--- src/bgs_pkg.sv ---
// Shared types and constants of the bar graph split engine.
`default_nettype none

package bgs_pkg;

  // result word kinds
  localparam logic [1:0] KIND_FILL   = 2'd0;
  localparam logic [1:0] KIND_REMAIN = 2'd1;
  localparam logic [1:0] KIND_REPORT = 2'd2;

  // configuration register indexes
  localparam int CFG_IDX_W = 3;
  localparam logic [CFG_IDX_W-1:0] REG_ORIENT = 3'd0;
  localparam logic [CFG_IDX_W-1:0] REG_RECT_X = 3'd1;
  localparam logic [CFG_IDX_W-1:0] REG_RECT_Y = 3'd2;
  localparam logic [CFG_IDX_W-1:0] REG_RECT_W = 3'd3;
  localparam logic [CFG_IDX_W-1:0] REG_RECT_H = 3'd4;
  localparam logic [CFG_IDX_W-1:0] REG_LOW    = 3'd5;
  localparam logic [CFG_IDX_W-1:0] REG_HIGH   = 3'd6;
  localparam logic [CFG_IDX_W-1:0] REG_COLORS = 3'd7;

  localparam logic signed [15:0] HIGH_LIMIT_RST = 16'sd500;

  // command queue between front and back
  localparam int QUEUE_DEPTH = 2;
  localparam int QUEUE_PTR_W = 1;

  typedef struct packed {
    logic              draw;
    logic signed [15:0] split_pos;
    logic signed [15:0] new_pos;
  } bgs_cmd_t;

  typedef struct packed {
    logic              orient;
    logic [7:0]        x;
    logic [7:0]        y;
    logic [7:0]        w;
    logic [7:0]        h;
    logic signed [15:0] low;
    logic signed [15:0] high;
    logic [31:0]       colors;
  } bgs_cfg_t;

endpackage

`default_nettype wire

--- src/bgs_front.sv ---
// Front end: accepts deltas, updates the position and queues draw commands.
`default_nettype none

module bgs_front import bgs_pkg::*; (
  input  wire logic               clk,
  input  wire logic               rst_n,
  input  wire logic               in_valid,
  output logic                    in_ready,
  input  wire logic signed [15:0] in_delta,
  input  wire logic signed [15:0] low_limit,
  input  wire logic signed [15:0] high_limit,
  input  wire logic               q_full,
  output logic                    q_push,
  output bgs_cmd_t                q_data
);

  logic signed [15:0] pos_r, pos_nxt;
  logic               pend_r, pend_nxt;
  logic signed [16:0] sum;
  logic signed [15:0] sat;

  always_comb begin
    sum = {pos_r[15], pos_r} + {in_delta[15], in_delta};
    if (sum[16] != sum[15]) begin
      sat = sum[16] ? 16'sh8000 : 16'sh7fff;
    end else begin
      sat = sum[15:0];
    end
    // low limit checked first; with inverted limits only values below low get low
    if (sat < low_limit) begin
      pos_nxt = low_limit;
    end else if (sat > high_limit) begin
      pos_nxt = high_limit;
    end else begin
      pos_nxt = sat;
    end
    pend_nxt = (pos_nxt != pos_r);
  end

  assign in_ready = !q_full;
  assign q_push   = in_valid && !q_full;

  always_comb begin
    q_data.draw      = pend_r;
    q_data.split_pos = pos_r;
    q_data.new_pos   = pos_nxt;
  end

  always_ff @(posedge clk) begin
    if (!rst_n) begin
      pos_r  <= '0;
      pend_r <= 1'b1;
    end else if (q_push) begin
      pos_r  <= pos_nxt;
      pend_r <= pend_nxt;
    end
  end

endmodule

`default_nettype wire

--- src/bgs_queue.sv ---
// Two-entry command queue between front and back.
`default_nettype none

module bgs_queue import bgs_pkg::*; (
  input  wire logic     clk,
  input  wire logic     rst_n,
  input  wire logic     push,
  input  wire bgs_cmd_t push_data,
  input  wire logic     pop,
  output bgs_cmd_t      pop_data,
  output logic          full,
  output logic          empty
);

  localparam int CntW = QUEUE_PTR_W + 1;

  bgs_cmd_t                 entry_r [QUEUE_DEPTH];
  logic [QUEUE_PTR_W-1:0]   wptr_r, rptr_r;
  logic [CntW-1:0]          cnt_r;

  assign full     = (cnt_r == CntW'(QUEUE_DEPTH));
  assign empty    = (cnt_r == '0);
  assign pop_data = entry_r[rptr_r];

  always_ff @(posedge clk) begin
    if (push) begin
      entry_r[wptr_r] <= push_data;
    end
  end

  always_ff @(posedge clk) begin
    if (!rst_n) begin
      wptr_r <= '0;
      rptr_r <= '0;
      cnt_r  <= '0;
    end else begin
      if (push) begin
        wptr_r <= wptr_r + 1'b1;
      end
      if (pop) begin
        rptr_r <= rptr_r + 1'b1;
      end
      if (push && !pop) begin
        cnt_r <= cnt_r + 1'b1;
      end else if (pop && !push) begin
        cnt_r <= cnt_r - 1'b1;
      end
    end
  end

endmodule

`default_nettype wire

--- src/bgs_back.sv ---
// Back end: computes the split with a restoring divider and emits result words.
`default_nettype none

module bgs_back import bgs_pkg::*; #(
  parameter int COORD_WIDTH = 8
) (
  input  wire logic     clk,
  input  wire logic     rst_n,
  input  wire bgs_cfg_t cfg,
  input  wire logic     q_empty,
  input  wire bgs_cmd_t q_data,
  output logic          q_pop,
  output logic          out_valid,
  input  wire logic     out_ready,
  output logic [1:0]    out_kind,
  output logic [8:0]    out_x,
  output logic [8:0]    out_y,
  output logic [7:0]    out_width,
  output logic [7:0]    out_height,
  output logic [15:0]   out_color,
  output logic signed [15:0] out_new_position,
  output logic          out_last
);

  localparam logic [7:0] CoordMask =
    (COORD_WIDTH >= 8) ? 8'hff : 8'((1 << COORD_WIDTH) - 1);

  localparam logic [2:0] S_IDLE   = 3'd0;
  localparam logic [2:0] S_PREP   = 3'd1;
  localparam logic [2:0] S_MUL    = 3'd2;
  localparam logic [2:0] S_DIV    = 3'd3;
  localparam logic [2:0] S_FILL   = 3'd4;
  localparam logic [2:0] S_REMAIN = 3'd5;
  localparam logic [2:0] S_REPORT = 3'd6;

  logic [2:0]  state_r, state_nxt;
  bgs_cmd_t    cmd_r;
  logic [7:0]  len_r;
  logic [15:0] off_r, span_r;
  logic [15:0] rem_r;
  logic [7:0]  quo_r;
  logic [2:0]  cnt_r;

  logic        valid_r;
  logic [1:0]  kind_r;
  logic [8:0]  x_r, y_r;
  logic [7:0]  w_r, h_r;
  logic [15:0] color_r;
  logic signed [15:0] npos_r;
  logic        last_r;

  logic [7:0]  xm, ym, wm, hm;
  logic signed [16:0] span17, off17;
  logic [15:0] off_clip, span_use;
  logic [23:0] prod;
  logic [16:0] trial;
  logic        ge;
  logic        load_ok, load;

  assign xm = cfg.x & CoordMask;
  assign ym = cfg.y & CoordMask;
  assign wm = cfg.w & CoordMask;
  assign hm = cfg.h & CoordMask;

  // offset clipped to [0, span]; an empty or inverted span divides zero by one
  always_comb begin
    span17 = {cfg.high[15], cfg.high} - {cfg.low[15], cfg.low};
    off17  = {cmd_r.split_pos[15], cmd_r.split_pos} - {cfg.low[15], cfg.low};
    if (span17 <= 17'sd0) begin
      span_use = 16'd1;
      off_clip = 16'd0;
    end else begin
      span_use = span17[15:0];
      if (off17 < 17'sd0) begin
        off_clip = 16'd0;
      end else if (off17 > span17) begin
        off_clip = span17[15:0];
      end else begin
        off_clip = off17[15:0];
      end
    end
  end

  assign prod  = len_r * off_r;
  assign trial = {rem_r, quo_r[7]};
  assign ge    = (trial >= {1'b0, span_r});

  assign load_ok = !valid_r || out_ready;
  assign q_pop   = (state_r == S_IDLE) && !q_empty;
  assign load    = load_ok &&
                   (state_r == S_FILL || state_r == S_REMAIN || state_r == S_REPORT);

  always_comb begin
    state_nxt = state_r;
    case (state_r)
      S_IDLE:   if (!q_empty) state_nxt = q_data.draw ? S_PREP : S_REPORT;
      S_PREP:   state_nxt = S_MUL;
      S_MUL:    state_nxt = S_DIV;
      S_DIV:    if (cnt_r == 3'd7) state_nxt = S_FILL;
      S_FILL:   if (load_ok) state_nxt = S_REMAIN;
      S_REMAIN: if (load_ok) state_nxt = S_REPORT;
      S_REPORT: if (load_ok) state_nxt = S_IDLE;
      default:  state_nxt = S_IDLE;
    endcase
  end

  always_ff @(posedge clk) begin
    if (!rst_n) begin
      state_r <= S_IDLE;
      valid_r <= 1'b0;
    end else begin
      state_r <= state_nxt;
      if (load) begin
        valid_r <= 1'b1;
      end else if (out_ready) begin
        valid_r <= 1'b0;
      end
    end
  end

  // datapath
  always_ff @(posedge clk) begin
    if (q_pop) begin
      cmd_r <= q_data;
    end
    case (state_r)
      S_PREP: begin
        len_r  <= cfg.orient ? hm : wm;
        off_r  <= off_clip;
        span_r <= span_use;
      end
      S_MUL: begin
        // product is below 256 * span, so the high part is already a remainder
        rem_r <= prod[23:8];
        quo_r <= prod[7:0];
        cnt_r <= 3'd0;
      end
      S_DIV: begin
        rem_r <= ge ? 16'(trial - {1'b0, span_r}) : trial[15:0];
        quo_r <= {quo_r[6:0], ge};
        cnt_r <= cnt_r + 3'd1;
      end
      default: begin
      end
    endcase
  end

  // output word register
  always_ff @(posedge clk) begin
    if (load) begin
      case (state_r)
        S_FILL: begin
          kind_r  <= KIND_FILL;
          x_r     <= {1'b0, xm};
          y_r     <= {1'b0, ym};
          w_r     <= cfg.orient ? wm : quo_r;
          h_r     <= cfg.orient ? quo_r : hm;
          color_r <= cfg.colors[15:0];
          npos_r  <= '0;
          last_r  <= 1'b0;
        end
        S_REMAIN: begin
          kind_r  <= KIND_REMAIN;
          x_r     <= cfg.orient ? {1'b0, xm} : {1'b0, xm} + {1'b0, quo_r};
          y_r     <= cfg.orient ? {1'b0, ym} + {1'b0, quo_r} : {1'b0, ym};
          w_r     <= cfg.orient ? wm : wm - quo_r;
          h_r     <= cfg.orient ? hm - quo_r : hm;
          color_r <= cfg.colors[31:16];
          npos_r  <= '0;
          last_r  <= 1'b0;
        end
        default: begin
          kind_r  <= KIND_REPORT;
          x_r     <= '0;
          y_r     <= '0;
          w_r     <= '0;
          h_r     <= '0;
          color_r <= '0;
          npos_r  <= cmd_r.new_pos;
          last_r  <= 1'b1;
        end
      endcase
    end
  end

  assign out_valid        = valid_r;
  assign out_kind         = kind_r;
  assign out_x            = x_r;
  assign out_y            = y_r;
  assign out_width        = w_r;
  assign out_height       = h_r;
  assign out_color        = color_r;
  assign out_new_position = npos_r;
  assign out_last         = last_r;

endmodule

`default_nettype wire

--- src/bar_graph_split_engine.sv ---
// Top level of the bar graph split engine: configuration registers and wiring.
//
//  channel | direction | handshake              | words
//  in_     | input     | in_valid / in_ready    | one delta per item
//  out_    | output    | out_valid / out_ready  | two rectangles when redraw pends, then a report
//  cfg_    | input     | cfg_valid / cfg_ready  | register index and data, always ready
//
// An item with a pending redraw passes the back end as a pop, a step to clip the offset,
// a multiply, eight restoring divider steps, then three output words.
// An item without redraw is a pop and a report. The divider sets the rate unless out_ready stalls.
// Synchronous active-low reset sets position 0 and redraw pending; no clearing pass.
// The front takes new deltas while the two-entry queue has room; a stalled back fills it.
`default_nettype none

module bar_graph_split_engine import bgs_pkg::*; #(
  parameter int COORD_WIDTH = 8
) (
  input  wire logic               clk,
  input  wire logic               rst_n,
  input  wire logic               in_valid,
  output logic                    in_ready,
  input  wire logic signed [15:0] in_delta,
  output logic                    out_valid,
  input  wire logic               out_ready,
  output logic [1:0]              out_kind,
  output logic [8:0]              out_x,
  output logic [8:0]              out_y,
  output logic [7:0]              out_width,
  output logic [7:0]              out_height,
  output logic [15:0]             out_color,
  output logic signed [15:0]      out_new_position,
  output logic                    out_last,
  input  wire logic               cfg_valid,
  output logic                    cfg_ready,
  input  wire logic [CFG_IDX_W-1:0] cfg_index,
  input  wire logic [31:0]        cfg_data
);

  bgs_cfg_t cfg_r;
  bgs_cmd_t push_data, pop_data;
  logic     q_push, q_pop, q_full, q_empty;

  assign cfg_ready = 1'b1;

  always_ff @(posedge clk) begin
    if (!rst_n) begin
      cfg_r.orient <= 1'b0;
      cfg_r.x      <= '0;
      cfg_r.y      <= '0;
      cfg_r.w      <= '0;
      cfg_r.h      <= '0;
      cfg_r.low    <= '0;
      cfg_r.high   <= HIGH_LIMIT_RST;
      cfg_r.colors <= '0;
    end else if (cfg_valid) begin
      case (cfg_index)
        REG_ORIENT: cfg_r.orient <= cfg_data[0];
        REG_RECT_X: cfg_r.x      <= cfg_data[7:0];
        REG_RECT_Y: cfg_r.y      <= cfg_data[7:0];
        REG_RECT_W: cfg_r.w      <= cfg_data[7:0];
        REG_RECT_H: cfg_r.h      <= cfg_data[7:0];
        REG_LOW:    cfg_r.low    <= cfg_data[15:0];
        REG_HIGH:   cfg_r.high   <= cfg_data[15:0];
        REG_COLORS: cfg_r.colors <= cfg_data;
        default: begin
        end
      endcase
    end
  end

  bgs_front u_front (
    .clk        (clk),
    .rst_n      (rst_n),
    .in_valid   (in_valid),
    .in_ready   (in_ready),
    .in_delta   (in_delta),
    .low_limit  (cfg_r.low),
    .high_limit (cfg_r.high),
    .q_full     (q_full),
    .q_push     (q_push),
    .q_data     (push_data)
  );

  bgs_queue u_queue (
    .clk       (clk),
    .rst_n     (rst_n),
    .push      (q_push),
    .push_data (push_data),
    .pop       (q_pop),
    .pop_data  (pop_data),
    .full      (q_full),
    .empty     (q_empty)
  );

  bgs_back #(
    .COORD_WIDTH (COORD_WIDTH)
  ) u_back (
    .clk              (clk),
    .rst_n            (rst_n),
    .cfg              (cfg_r),
    .q_empty          (q_empty),
    .q_data           (pop_data),
    .q_pop            (q_pop),
    .out_valid        (out_valid),
    .out_ready        (out_ready),
    .out_kind         (out_kind),
    .out_x            (out_x),
    .out_y            (out_y),
    .out_width        (out_width),
    .out_height       (out_height),
    .out_color        (out_color),
    .out_new_position (out_new_position),
    .out_last         (out_last)
  );

endmodule

`default_nettype wire

--- config.mk ---
export PLATFORM = sky130hd
export DESIGN_NAME = bar_graph_split_engine
export DESIGN_NICKNAME = d
export VERILOG_FILES = /design/src/bgs_pkg.sv /design/src/bgs_front.sv /design/src/bgs_queue.sv /design/src/bgs_back.sv /design/src/bar_graph_split_engine.sv
export SDC_FILE = /design/constraint.sdc
export NUM_CORES = 1
export LEC_CHECK = 0
export BUFFER_PORTS_ARGS = -buffer_cell sky130_fd_sc_hd__buf_2
export CAP_MARGIN = 20
export CORE_MARGIN = 4
export CORE_UTILIZATION = 57
export DETAILED_ROUTE_END_ITERATION = 12
export PLACE_DENSITY_LB_ADDON = 0.25
export SYNTH_ARGS = -nofsm -noshare
export SYNTH_HDL_FRONTEND = slang
export SYNTH_SLANG_ARGS = --single-unit
--- constraint.sdc ---
create_clock -name clk -period 18.7 [get_ports clk]
set_clock_uncertainty 0.15 [all_clocks]
set_input_delay 0.935 -clock clk [delete_from_list [all_inputs] [get_ports clk]]
set_output_delay 0.935 -clock clk [all_outputs]
set_load 0.05 [all_outputs]
==> results.rst <==
.. list-table::
   :header-rows: 1

   * - Metric
     - Value
   * - Setup TNS after final layout
     - 0 ns
   * - Top delay family on crit path
     - compound AO/OA/AOI/OAI gates
   * - Beginning of the critical path
     - u_front.pos_r[4]$_SDFFE_PN0P_
   * - Initial antenna violation count
     - 0
   * - CTS buffer count
     - 38
   * - Gate count after technology mapping
     - 2445
   * - Pre-antenna DRT Iters
     - 5
   * - Height of the chip
     - 212 microns
   * - Quantity of I/O buffers inserted on ports
     - 126
   * - Asr flop ratio synth
     - 0
   * - Post-Route WL
     - 61.1 mm
   * - Most frequent cell on the critical path
     - sky130_fd_sc_hd__ha_1
   * - Setup repair after global routing missed its margin
     - false
   * - Top flip-flop cell by instance count after synthesis
     - sky130_fd_sc_hd__edfxtp_1
   * - Reg-to-reg startpoint
     - u_front.pos_r[4]$_SDFFE_PN0P_
   * - Required @ worst endpoint
     - 18.97 ns
   * - Fraction of post-synthesis cell area in the top cell type by area
     - 0.294
   * - Number of hold-repair buffers added at the cts stage
     - 0
   * - WL/cell
     - 19.7 microns
   * - Worst hold start
     - cfg_r[7]$_SDFFE_PN0P_
   * - Number of enable flip-flop cells after synthesis
     - 233
   * - Type of the setup path with the least slack
     - flip-flop to flip-flop
   * - Die area
     - 45100 sq um
   * - Number of global-route vias before repair
     - 17900
   * - Clk Latency, worst-skew pair
     - 0.55 ns
   * - Count of endpoints failing hold in the final timing report
     - 0
   * - Final net count
     - 2885
   * - Most frequent standard cell in the layout excluding fill and tap cells
     - sky130_fd_sc_hd__nand2_1
   * - Post-Synth Simple-Gate Area
     - 0.156
   * - Number of max-capacitance violations reported
     - 0
   * - Compound-cell area share of the yosys netlist
     - 0.143
   * - TritonCTS sink count
     - 356
   * - DR DRC count
     - 0
   * - Setup fix buffers added after clock tree synthesis
     - 0
   * - Least-Margin Pin Slew
     - 1.03 ns
   * - Class of the tightest hold or removal check
     - flip-flop to flip-flop
   * - Synthesized area
     - 23800 sq um
   * - Final count of negative-setup-slack endpoints
     - 0
   * - Cell types with the largest area share after synthesis
     - sky130_fd_sc_hd__edfxtp_1 (29%), sky130_fd_sc_hd__dfxtp_1 (10%), sky130_fd_sc_hd__ha_1 (10%)
   * - Weighted congestion reported at the end of routability-driven placement
     - 0.952
   * - Maximum single-stage delay on the critical path
     - 0.73 ns
   * - Post-CTS sizing
     - 0
   * - Headroom to the max-slew limit
     - 0.313
   * - Syn_nets
     - 2784
   * - Number of primary I/O pins
     - 128
   * - Library cell with the largest summed area after synthesis
     - sky130_fd_sc_hd__edfxtp_1
   * - Width of the chip
     - 212 microns
   * - Violation count after the first detailed-routing iteration
     - 1354
   * - Main combinational cell family by area after synthesis
     - adder cells
   * - Root buffer cell
     - sky130_fd_sc_hd__clkbuf_16
   * - Slowest library cell on the worst path
     - sky130_fd_sc_hd__ha_1
   * - Inserted Diodes
     - 0
   * - Fraction of layout instances using a drive strength above 1
     - 0.113
   * - Pins over their slew limit
     - 0
   * - Initial core utilization
     - 0.580
   * - Arrival time at the worst endpoint
     - 8.14 ns
   * - TritonCTS clock tree
     - done
   * - Number of distinct library cells after synthesis
     - 78
   * - Worst setup EP type
     - flip-flop
   * - Register clock-pin slew on the reported worst setup and hold paths
     - 0.06 ns
   * - Overall Global Routing Usage
     - 0.271
   * - Post-route fraction of the period consumed by the critical path
     - 0.421
   * - Post-detailed-placement half-perimeter wirelength
     - 45.7 mm
   * - Status
     - completed
   * - Core region area
     - 41000 sq um
   * - Post-synthesis area per instance
     - 9.73 sq um
   * - Sequential fraction of the synthesis area
     - 0.397
   * - Number of synthesized register bits
     - 356
   * - Clock tree buffer depth
     - 3
   * - Remaining global-route overflow
     - 0
   * - H-tree Lvls
     - 2
   * - Rows
     - 74
   * - Maximum number of pins on one net before global-route repair
     - 69
   * - Xor/xnor cell area share of the yosys netlist
     - 0.0375
   * - Warnings, synthesis
     - 0
   * - P&R area growth vs syn
     - 9.92%
   * - Number of buffers and inverters on the critical path
     - 0
   * - Vias after detailed routing
     - 18100
   * - Residual antenna-violating net count after detailed routing
     - 0
   * - CP Launch Type
     - flip-flop
   * - Detailed-route vias per instance
     - 5.83
   * - Wire length of the first global-routing pass
     - 97.3 mm
   * - Commonest non-fill, non-tap cells in the layout
     - sky130_fd_sc_hd__nand2_1 (366), sky130_fd_sc_hd__edfxtp_1 (233), sky130_fd_sc_hd__inv_1 (201)
   * - CP max FO
     - 22
   * - Highest achievable clock rate
     - 127 MHz
   * - Area share of fa/ha/maj cells after synthesis
     - 0.178
   * - Final worst path period need
     - 7.87 ns
   * - Multiplexer fraction of the synthesized cell area
     - 0.0413
registers in the layout, summed over array words and instances (netlist names), named ones only:
register and count:
cfg_r 97, u_queue.entry_r 66, u_back.cmd_r 32, u_back.off_r 16, u_back.out_color 16, u_back.out_new_position 16
u_back.rem_r 16, u_back.span_r 16, u_front.pos_r 16, u_back.out_x 9, u_back.out_y 9, u_back.len_r 8
u_back.out_height 8, u_back.out_width 8, u_back.quo_r 8, u_back.cnt_r 3, u_back.state_r 3, u_queue.cnt_r 2
u_back.out_kind 1, u_back.out_last 1, u_back.out_valid 1, u_front.pend_r 1, u_queue.rptr_r 1, u_queue.wptr_r 1
layout make-up:
| class | instances | area, sq um |
|---|---|---|
| fill | 3366 | 14900 |
| multi-input combinational | 1801 | 13200 |
| sequential | 356 | 9460 |
| clock buffer | 52 | 1050 |
| timing repair buffer | 146 | 801 |
| inverter | 203 | 762 |
| tap | 532 | 666 |
| clock inverter | 17 | 168 |
worst min-delay path, stage by stage (launching register included):
cell and delay [ns]:
sky130_fd_sc_hd__dfxtp_1 0.31, sky130_fd_sc_hd__nand2_1 0.05, sky130_fd_sc_hd__a21boi_0 0.06
cells by family (layout without fill, tap and decap cells):
kind of cell	Yosys count	in the layout
and+or+nand+nor	803	803
AOI/OAI and AO/OA	521	521
DFF	356	356
buffers and inverters	288	418
adders and majority gates	283	283
xor gates and xnor gates	102	102
muxes	91	91
other	1	1
final timing paths:
path	cells after the start	end	slack, ns
setup reg to reg	26	u_front.pend_r$_SDFFE_PN1P_	10.83
hold / removal	2	cfg_r[7]$_SDFFE_PN0P_	0.31
hold reg to reg	2	cfg_r[7]$_SDFFE_PN0P_	0.31
setup / recovery	26	u_front.pend_r$_SDFFE_PN1P_	10.83
metrics by stage:
| stage | hold slack, ns | worst slack [ns] | util | std cells | area (sq um) |
|---|---|---|---|---|---|
| after global placement | 0.303 | 10.69 | 0.607 | 3035 | 24900 |
| after detailed placement | 0.308 | 10.57 | 0.607 | 3035 | 24900 |
| final | 0.312 | 10.83 | 0.638 | 3107 | 26200 |
| after CTS | 0.315 | 11.05 | 0.637 | 3104 | 26100 |
| after floorplan | 0.277 | 11.54 | - | 2445 | 23800 |
| after global routing | 0.332 | 10.44 | 0.638 | 3107 | 26200 |
routing by layer:
layer | vias to the layer above | track usage | part of all wire
met1 | 8776 | 0.359 | 0.43
met5 | - | 0 | 0
met2 | 528 | 0.471 | 0.49
li1 | 8696 | - | -
met3 | 102 | 0.0317 | 0.050
met4 | 0 | 0.0782 | 0.030
synth_stat cells, types with 15 or more instances:
cell,count
sky130_fd_sc_hd__nand4_1,18
sky130_fd_sc_hd__o21ai_0,103
sky130_fd_sc_hd__xor2_1,42
sky130_fd_sc_hd__or2_2,15
sky130_fd_sc_hd__a211oi_1,19
sky130_fd_sc_hd__nand2b_1,22
sky130_fd_sc_hd__clkbuf_1,68
sky130_fd_sc_hd__nand3_1,28
sky130_fd_sc_hd__mux2i_1,40
sky130_fd_sc_hd__and2_1,79
sky130_fd_sc_hd__mux2_2,48
sky130_fd_sc_hd__nor2_1,156
sky130_fd_sc_hd__nor3_1,27
sky130_fd_sc_hd__inv_1,202
sky130_fd_sc_hd__a21oi_1,128
sky130_fd_sc_hd__ha_1,191
sky130_fd_sc_hd__nor2b_1,28
sky130_fd_sc_hd__xnor2_1,60
sky130_fd_sc_hd__dfxtp_1,123
sky130_fd_sc_hd__o211ai_1,18
sky130_fd_sc_hd__nand2_1,366
sky130_fd_sc_hd__fa_1,92
sky130_fd_sc_hd__o21a_1,18
sky130_fd_sc_hd__a21o_1,45
sky130_fd_sc_hd__edfxtp_1,233
sky130_fd_sc_hd__nor3b_1,18
sky130_fd_sc_hd__a21boi_0,100
Power is left out: the tool's default activity adds up to more than one toggle a clock period on the data nets, which glitch-free logic cannot reach.
